--- src/hw/rtl/spq_pkg.sv ---
package spq_pkg;
	localparam int DEPTH_DEF = 16;
	localparam int KEY_W_DEF = 16;
	localparam int PAY_W_DEF = 16;

	typedef enum logic [2:0] {
		OP_OFFER = 3'd0, OP_PEEK = 3'd1, OP_POLL = 3'd2,
		OP_READ = 3'd3, OP_RMATCH = 3'd4, OP_RMAT = 3'd5
	} op_t;

	typedef enum logic [1:0] {
		ST_DONE = 2'd0, ST_NONE = 2'd1, ST_FULL = 2'd2
	} status_t;

	localparam logic [0:0] REG_ORDER = 1'b0;
	// byte address of the order register
	localparam logic [1:0] ADDR_ORDER = 2'({REG_ORDER, 2'b00});

	typedef struct packed {
		logic [2:0]  opcode;
		logic [15:0] key;
		logic [15:0] payload;
		logic [3:0]  position;
	} req_t;

	typedef struct packed {
		logic [15:0] result_payload;
		logic [3:0]  result_position;
		logic [4:0]  removed_count;
		logic [4:0]  occupancy;
		logic [1:0]  status;
	} rsp_t;

	typedef enum logic [1:0] {
		BK_IDLE, BK_SCAN, BK_DONE
	} bk_state_t;
endpackage

--- src/hw/rtl/spq_front.sv ---
// accepts requests into a two-entry queue
module spq_front import spq_pkg::*; (
	input  logic clk,
	input  logic arst_n,
	input  logic start,
	input  req_t req,
	output logic busy,
	input  logic pop,
	output logic avail,
	output req_t head
);
	req_t        buf_q [2];
	logic        rd_q, wr_q;
	logic [1:0]  cnt_q;
	logic        push;

	assign busy  = cnt_q == 2'd2;
	assign push  = start && !busy;
	assign avail = cnt_q != 2'd0;
	assign head  = buf_q[rd_q];

	always_ff @(posedge clk) begin
		if (push) buf_q[wr_q] <= req;
	end

	always_ff @(posedge clk or negedge arst_n) begin
		if (!arst_n) begin
			rd_q <= 1'b0;
			wr_q <= 1'b0;
			cnt_q <= 2'd0;
		end else begin
			if (push) wr_q <= !wr_q;
			if (pop) rd_q <= !rd_q;
			cnt_q <= cnt_q + {1'b0, push} - {1'b0, pop};
		end
	end
endmodule

--- src/hw/rtl/spq_back.sv ---
// executes one operation on the entry row; remove-match compacts one entry a cycle
module spq_back import spq_pkg::*; #(
	parameter int DEPTH = DEPTH_DEF,
	parameter int KEY_W = KEY_W_DEF,
	parameter int PAY_W = PAY_W_DEF
) (
	input  logic clk,
	input  logic arst_n,
	input  logic order_largest_first,
	input  logic avail,
	input  req_t head,
	output logic pop,
	output logic done,
	output rsp_t result
);
	localparam int IW = $clog2(DEPTH);
	localparam int CW = $clog2(DEPTH + 1);

	logic [KEY_W-1:0] key_q [DEPTH];
	logic [PAY_W-1:0] pay_q [DEPTH];
	logic [CW-1:0]    cnt_q;
	bk_state_t        state_q, state_d;
	logic [CW-1:0]    rd_q, wr_q, rm_q;
	logic [PAY_W-1:0] match_q;
	rsp_t             res_q;
	rsp_t             res_d;
	logic             done_q;

	logic [KEY_W-1:0] in_key;
	logic [PAY_W-1:0] in_pay;
	logic [DEPTH-1:0] behind;
	logic [CW-1:0]    ins_pos;
	logic [CW-1:0]    at;
	logic             at_ok;
	op_t              op;

	assign op     = op_t'(head.opcode);
	assign in_key = KEY_W'(head.key);
	assign in_pay = PAY_W'(head.payload);
	assign done   = done_q;
	assign result = res_q;

	// entries that the new key goes in front of
	always_comb begin
		for (int i = 0; i < DEPTH; i++) begin
			behind[i] = (CW'(i) < cnt_q) &&
				(order_largest_first ? key_q[i] < in_key : key_q[i] > in_key);
		end
		ins_pos = cnt_q;
		for (int i = DEPTH - 1; i >= 0; i--) begin
			if (behind[i]) ins_pos = CW'(i);
		end
	end

	always_comb begin
		at = (op == OP_POLL || op == OP_PEEK) ? '0 : CW'(head.position);
		at_ok = at < cnt_q;
	end

	always_comb begin
		state_d = state_q;
		pop = 1'b0;
		case (state_q)
			BK_IDLE: if (avail) begin
				pop = 1'b1;
				state_d = (op == OP_RMATCH) ? BK_SCAN : BK_DONE;
			end
			BK_SCAN: if (rd_q >= cnt_q) state_d = BK_DONE;
			BK_DONE: state_d = BK_IDLE;
			default: state_d = BK_IDLE;
		endcase
	end

	always_comb begin
		res_d = res_q;
		if (state_q == BK_IDLE && avail) begin
			res_d = '0;
			res_d.occupancy = 5'(cnt_q);
			case (op)
				OP_OFFER: begin
					if (cnt_q < CW'(DEPTH)) begin
						res_d.result_position = 4'(ins_pos);
						res_d.occupancy = 5'(cnt_q + 1'b1);
					end else begin
						res_d.status = ST_FULL;
					end
				end
				OP_PEEK, OP_POLL, OP_READ, OP_RMAT: begin
					if (at_ok) begin
						res_d.result_payload = 16'(pay_q[at[IW-1:0]]);
						if (op == OP_POLL || op == OP_RMAT)
							res_d.occupancy = 5'(cnt_q - 1'b1);
					end else begin
						res_d.status = ST_NONE;
					end
				end
				default: ;
			endcase
		end else if (state_q == BK_SCAN && rd_q >= cnt_q) begin
			res_d.removed_count = 5'(rm_q);
			res_d.occupancy = 5'(wr_q);
		end
	end

	always_ff @(posedge clk or negedge arst_n) begin
		if (!arst_n) begin
			state_q <= BK_IDLE;
			cnt_q <= '0;
			done_q <= 1'b0;
		end else begin
			state_q <= state_d;
			done_q <= (state_q == BK_IDLE && avail && op != OP_RMATCH) ||
				(state_q == BK_SCAN && rd_q >= cnt_q);
			if (state_q == BK_IDLE && avail) begin
				case (op)
					OP_OFFER: if (cnt_q < CW'(DEPTH)) cnt_q <= cnt_q + 1'b1;
					OP_POLL, OP_RMAT: if (at_ok) cnt_q <= cnt_q - 1'b1;
					default: ;
				endcase
			end
			if (state_q == BK_SCAN && rd_q >= cnt_q) begin
				cnt_q <= wr_q;
			end
		end
	end

	always_ff @(posedge clk) begin
		res_q <= res_d;
		if (state_q == BK_IDLE && avail) begin
			rd_q <= '0;
			wr_q <= '0;
			rm_q <= '0;
			match_q <= in_pay;
			case (op)
				OP_OFFER: begin
					if (cnt_q < CW'(DEPTH)) begin
						for (int i = 0; i < DEPTH; i++) begin
							if (CW'(i) == ins_pos) begin
								key_q[i] <= in_key;
								pay_q[i] <= in_pay;
							end else if (CW'(i) > ins_pos && i > 0) begin
								key_q[i] <= key_q[i-1];
								pay_q[i] <= pay_q[i-1];
							end
						end
					end
				end
				OP_POLL, OP_RMAT: begin
					if (at_ok) begin
						for (int i = 0; i < DEPTH - 1; i++) begin
							if (CW'(i) >= at) begin
								key_q[i] <= key_q[i+1];
								pay_q[i] <= pay_q[i+1];
							end
						end
					end
				end
				default: ;
			endcase
		end
		if (state_q == BK_SCAN) begin
			if (rd_q < cnt_q) begin
				if (pay_q[rd_q[IW-1:0]] == match_q) begin
					rm_q <= rm_q + 1'b1;
				end else begin
					key_q[wr_q[IW-1:0]] <= key_q[rd_q[IW-1:0]];
					pay_q[wr_q[IW-1:0]] <= pay_q[rd_q[IW-1:0]];
					wr_q <= wr_q + 1'b1;
				end
				rd_q <= rd_q + 1'b1;
			end
		end
	end
endmodule

--- src/hw/rtl/sorted_priority_queue.sv ---
// Sorted priority queue: offer, peek, poll, read at, remove matching, remove at.
// A request is held in the two-entry request queue until the back end takes it in BK_IDLE;
// the strobe is registered, and the back end returns through BK_DONE to BK_IDLE before
// taking another request; remove matching first passes BK_SCAN over every occupied entry.
// A two-entry request queue hides bursts. Receiver cannot stall.
// Reset clears occupancy, order register and queues; entry storage is not cleared.
module sorted_priority_queue import spq_pkg::*; #(
	parameter int DEPTH = DEPTH_DEF,
	parameter int KEY_W = KEY_W_DEF,
	parameter int PAY_W = PAY_W_DEF
) (
	input  logic        clk,
	input  logic        arst_n,
	input  logic        start,
	output logic        busy,
	input  req_t        req,
	output logic        strobe,
	output rsp_t        rsp,
	input  logic        psel,
	input  logic        penable,
	input  logic        pwrite,
	input  logic [1:0]  paddr,
	input  logic [31:0] pwdata,
	output logic [31:0] prdata,
	output logic        pready
);
	logic order_q;
	logic avail, pop;
	req_t head;

	assign pready = 1'b1;
	assign prdata = (paddr == ADDR_ORDER) ? {31'b0, order_q} : 32'b0;

	always_ff @(posedge clk or negedge arst_n) begin
		if (!arst_n) order_q <= 1'b0;
		else if (psel && penable && pwrite && paddr == ADDR_ORDER) order_q <= pwdata[0];
	end

	spq_front u_front (
		.clk, .arst_n, .start, .req, .busy, .pop, .avail, .head
	);

	spq_back #(.DEPTH(DEPTH), .KEY_W(KEY_W), .PAY_W(PAY_W)) u_back (
		.clk, .arst_n, .order_largest_first(order_q), .avail, .head, .pop,
		.done(strobe), .result(rsp)
	);
endmodule

--- config.mk ---
export PLATFORM = sky130hd
export DESIGN_NAME = sorted_priority_queue
export DESIGN_NICKNAME = d
export VERILOG_FILES = /design/src/hw/rtl/spq_pkg.sv /design/src/hw/rtl/spq_front.sv /design/src/hw/rtl/spq_back.sv /design/src/hw/rtl/sorted_priority_queue.sv
export SDC_FILE = /design/constraint.sdc
export NUM_CORES = 2
export LEC_CHECK = 0
export BUFFER_PORTS_ARGS = -buffer_cell sky130_fd_sc_hd__buf_4
export CAP_MARGIN = 20
export CORE_MARGIN = 5
export CORE_UTILIZATION = 40
export DETAILED_ROUTE_END_ITERATION = 12
export GPL_ROUTABILITY_DRIVEN = 1
export PLACE_DENSITY_LB_ADDON = 0.15
export SYNTH_ARGS = -nofsm -noshare
export SYNTH_HDL_FRONTEND = slang
export SYNTH_HIERARCHICAL = 1
export SYNTH_SLANG_ARGS = --single-unit
--- constraint.sdc ---
create_clock -name clk -period 17.7 [get_ports clk]
set_input_delay 1.77 -clock clk [delete_from_list [all_inputs] [get_ports clk]]
set_output_delay 1.77 -clock clk [all_outputs]
set_load 0.01 [all_outputs]
## After elaboration in Yosys (flattened, before gate mapping)

Memory sizes are Yosys's and may differ from the RTL's. A register that Yosys moved wholly into a read port is not among the register bits.
Index checks and enable logic that the tools add are counted.

- Bits in registers: 60
- Bits in writable memories: 590
- Input port bits: 79
- Output and inout bits: 67
- Logic and storage cells: 619
- Memories kept: 3

- Add/subtract/negate cells: 7
- Order comparisons: 82
- Eq/ne operators: 27
- Mux-type cells: 380
- Bitwise logic cells: 60
- Reduce and logical (&&, ||, !) cells: 45

Memory list:

| memory | depth | width | read ports | clocked after memory_dff | wr ports | line | RTL |
|---|---|---|---|---|---|---|---|
| u_back.key_q | 16 | 16 | 17 | 1 | 16 | spq_back.sv:19 | `logic [KEY_W-1:0] key_q [DEPTH];` |
| u_back.pay_q | 16 | 16 | 18 | 2 | 16 | spq_back.sv:20 | `logic [PAY_W-1:0] pay_q [DEPTH];` |
| u_front.buf_q | 2 | 39 | 1 | 0 | 1 | spq_front.sv:12 | `req_t buf_q [2];` |

Operator list:

| operator | count |
|---|---|
| two-way mux 16 bit | 62 |
| two-way mux 1 bit | 273 |
| greater-than comparator 16 bit | 16 |
| < comparator 16 bit | 16 |
| two-way mux 5 bit | 35 |
| OR 1 bit | 60 |
| equality test 4 x 5 -> 1 bit (first input constant) | 8 |
| greater-than comparator 4 x 5 -> 1 bit (first input constant) | 8 |
| < comparator 4 x 5 -> 1 bit (first input constant) | 8 |
| >= comparator 4 x 5 -> 1 bit (first input constant) | 7 |
| OR reduction 16 bit | 2 |
| logical AND 1 bit | 23 |
| adder 5 x 1 -> 5 bit (second input constant) | 4 |
| equality test 3 x 5 -> 1 bit (first input constant) | 4 |
| >= comparator 3 x 5 -> 1 bit (first input constant) | 4 |
| greater-than comparator 3 x 5 -> 1 bit (first input constant) | 4 |
| < comparator 3 x 5 -> 1 bit (first input constant) | 4 |
| equality test 16 bit | 1 |
| case mux 7 bit (2 select lines) | 1 |
| two-way mux 4 bit | 3 |
| equality test 2 x 5 -> 1 bit (first input constant) | 2 |
| >= comparator 1 x 5 -> 1 bit (first input constant) | 2 |
| >= comparator 2 x 5 -> 1 bit (first input constant) | 2 |
| greater-than comparator 2 x 5 -> 1 bit (first input constant) | 2 |
| other kinds (32) | 50 |

## Depth between registers and ports, before layout

An unclocked memory read counts as a cell.

- Depth in word-level cells: 29
- Gate-level depth with buffers: 21
- Depth with buffers taken out: 15

## Hierarchy

Netlist, hierarchy kept.

By module, submodules not included:

| module | instances | cells each | area each (µm²) | seq. area each (µm²) |
|---|---|---|---|---|
| spq_back | 1 | 4533 | 44656.6 | 17266.6 |
| spq_front | 1 | 138 | 3020.4 | 2442.3 |
| sorted_priority_queue | 1 | 39 | 301.5 | 25.0 |

## Least setup slack after synthesis

OpenSTA, ideal clock, no wires.

- Path kind: register -> register
- Start: register u_front.rd_q
- End: memory u_back/key_q[8][0] (netlist name), enable pin
- Library setup time: 0.466 ns
- Data arrival time: 6.568 ns
- Required time: 17.234 ns
- Slack: 10.667 ns
- Cell stages (with the launch flop): 18
- Path buffers: 4
- Clock period less this slack: 7.033 ns
- Cells stage by stage: dfrtp_1 > buf_6 > mux2_2 > clkbuf_1 > inv_1 > ha_1 > a21oi_1 > o21a_1 > o2bb2ai_1 > a2111oi_0 > mux2i_1 > nor2_1 > o31ai_1 > a211o_1 > buf_2 > clkbuf_1 > a21oi_1 > o21ai_0

RTL lines:

| item | line | RTL |
|---|---|---|
| start: declaration | spq_front.sv:13 | `logic rd_q, wr_q;` |
| start signal: assignment | spq_front.sv:33 | `if (pop) rd_q <= !rd_q;` |
| end: declaration | spq_back.sv:19 |  |

==> qor.yml <==
post_drt_wl_per_cell_microns: 35.95
worstPathRequired_ns: 18.00
die_h_microns: 356.3
drt_iter0_markers: 7746
port_buffers: 82
grt_pass1_wl_microns: 312900
cpMostUsedCell: "buf_4"
synth.distinct_cells: 101
vias: 44800
cts_tree: "yes"
slew_violations: 0
ys_seq_area_share_pct: 41.13
synth.avg_cell_area_sq_um: 10.19
critPathKind: "flop to flop"
setup_violations: 0
period_share_pct: 50.31
dieArea_sq_um: 127000
chipWidth_microns: 356.3
synth_seq_cells: 666
place_congestion: 0.9542
post-route-util_pct: 43.95
cts-buffers-inserted: 82
syn2layout_area_growth_pct: 9.469
hold_buffers: 0
min_period_ns: 8.905
finalSetupTns_ns: 0
critPathMaxFanout: 31
p_per_area_nw_per_um2: 217.2
drv_cap: 0
status: "finished clean"
cp_num_buf_inv: 4
core_area_sq_um: 119500
grt_max_degree: 166
layout_setup_ws_ns: 8.795
end_kind: "flop"
cts_setup_buffers: 0
p_leak_nw: 18.13
ys_warn_count: 6
dpl_cell_area_sq_um: 49820
rsz0062_at_grt: "false"
tightestPinTransition_ns: 1.215
cp-start-kind: "flop"
antenna_left: 0
slew_headroom_pct: 16.89
cts.sink_count: 666
ir_drop_mv: 0.1707
synth_edf_count: 633
crit_slowest_cell: "a211oi_1"
path_cells: "buf_4 -> mux2_2 -> inv_1 -> ha_1 -> nand4_1 -> a31oi_1 -> a211oi_1 -> o21ai_0 -> mux2i_1 -> o21ai_0 -> nor4_1 -> a211o_2 -> buf_4 -> a31o_2 -> a21oi_4 -> nand2_2 -> buf_4"
drt_first_pass_iters: 8
vias_per_cell: 7.189
final_cell_area_sq_um: 52520
layout-drive-gt1-share_pct: 14.75
synthesis.instances: 4710
root_buffer: "clkbuf_16"
cp.arrival_ns: 9.21
clock_latency_ns: 0.68
hold_viol: 0
hold_path_class: "flop to flop"
grt_pass1_vias: 41630
gr-total-overflow: 0
antenna_found_initial: 7
ios: 146
skew_ns: 0.02601
cts.clk_slew.worst_paths_ns: 0.06
max_stage_delay_ns: 0.88
track_usage_pct: 33.95
num-nets-final: 4903
synth_top_flop_cell: "edfxtp_1"
post-dp-hpwl_microns: 134900
power_mw: 11.41
start_util_pct: 40.15
max_clock_freq_mhz: 112.3
ys_async_sr_fraction_pct: 1.952
pre_cts_ws_ns: 9.101
cts_resized: 0
ctsLongestPathBuffers: 3
netlist_area_sq_um: 47980
row_count: 127
routed_wl_microns: 224100
route.detailed.drc: 0
htreeDepth: 3
cpLargestDelayFamily: "compound AO/OA/AOI/OAI gates"
[kinds of logic after synthesis]
family,Yosys count,synth area share [%]
compound gates,1525,21.56
simple gates,1262,11.80
flops,666,41.13
buf+inv,557,5.205
mux,396,12.62
fa+ha+maj,275,7.172
xor+xnor,27,0.4929
other cells,2,0.01565
[worst reg2reg max path, delay by kind of cell, from the launching register on]
family          cells  cell delay, ns
compound gates      7            2.84
fa+ha+maj           1            0.39
buf+inv             4            2.33
flops               1            0.57
mux                 2            1.23
simple gates        3            1.14
[report_power, final]
group / total, mW / leakage (nW) / switching (mW) / internal (mW)
clock network: 1.75 / 1.33 / 0.746 / 1.01
registers: 3.26 / 6.19 / 0.590 / 2.67
logic: 6.39 / 10.6 / 4.36 / 2.03
[placed cells by master (no fill, tap or decap), types with 143 or more instances in the layout]
cell type,synthesis,routed
mux2i_1,155,155
a21oi_1,272,267
nand2_1,568,554
o21ai_1,145,143
nor2_1,290,288
edfxtp_1,633,633
mux4_2,158,158
o21ai_0,152,151
ha_1,275,275
a22oi_1,234,234
buf_4,42,192
[registers in the layout, summed over array words and instances (netlist names), 2 cells and up]
| register | cells |
|---|---|
| u_front/cnt_q | 2 |
| u_back/match_q | 16 |
| u_back/rm_q | 5 |
| u_back/rd_q | 5 |
| u_back/cnt_q | 5 |
| u_back/state_q | 2 |
| u_back/pay_q | 256 |
| u_back/key_q | 256 |
| u_front/buf_q | 78 |
| u_back/result | 32 |
| u_back/wr_q | 5 |
[cells in the mapped netlist, types with 26 or more instances]
master	number	share of area, %
edfxtp_1	633	40
inv_1	83	0.65
a221oi_1	87	1.6
nand4_1	48	0.63
nor3_1	92	0.96
a21boi_0	31	0.49
o311ai_1	52	0.95
a21oi_1	272	2.8
buf_2	97	1.0
o21ai_0	152	1.6
mux2i_1	155	3.2
nand3_1	121	1.3
ha_1	275	7.2
mux4_2	158	7.4
o22ai_1	65	0.85
and3_1	28	0.37
o21bai_1	36	0.56
nor2_1	290	2.3
a31oi_1	139	1.8
mux2_2	81	1.9
o2bb2ai_1	30	0.55
a211oi_1	40	0.63
a22oi_1	234	3.7
buf_4	42	0.66
o21ai_1	145	1.5
clkbuf_1	284	2.2
buf_1	32	0.25
nand2_1	568	4.4
a2bb2oi_1	26	0.47
o221ai_1	36	0.66
[layout make-up]
cell class	instances	area, sq um
Antenna cell	3	7.507
Clock buffer	102	2211
Clock inverter	50	479.2
Fill cell	11550	66970
Inverter	85	319.1
Multi-Input combinational cell	3517	26200
Sequential cell	666	19750
Tap cell	1612	2017
Timing Repair Buffer	197	1541
[per-layer routing]
layer	vias to the layer above	routed length [microns]	global-route usage, %	part of all wire, %
met2	3801	92830	49.02	41
met4	6	14570	18.11	6.5
met3	758	31610	10.21	14
li1	18110	-	-	-
met5	-	111	0.6792	0.050
met1	22130	84930	45.81	38
[path summary, 6_finish.rpt]
check / startpoint / cells after the start / to / slack (ns)
worst min register to register: u_back/wr_q[4]$_DFF_P_ / 2 / u_back/cnt_q[4]$_DFFE_PN0P_ / 0.49
max in group asynchronous: arst_n / 1 / u_front/rd_q$_DFFE_PN0P_ / 16.53
min in group asynchronous: arst_n / 1 / u_back/state_q[0]$_DFFE_PN0P_ / 0.94
worst max register to register: u_front/rd_q$_DFFE_PN0P_ / 17 / u_back/key_q[12][10]$_DFFE_PP_ / 8.79
worst min-delay path: u_back/wr_q[4]$_DFF_P_ / 2 / u_back/cnt_q[4]$_DFFE_PN0P_ / 0.49
worst max-delay path: u_front/rd_q$_DFFE_PN0P_ / 17 / u_back/key_q[12][10]$_DFFE_PP_ / 8.79
[stage by stage]
stage               cells  hold WS [ns]
detailed placement   6077        0.4789
global route         6229        0.5338
floorplan            4740        0.4406
CTS                  6229        0.4885
global placement     6077        0.4775
finish               6232        0.4878
(Power assumes the default switching activity.)
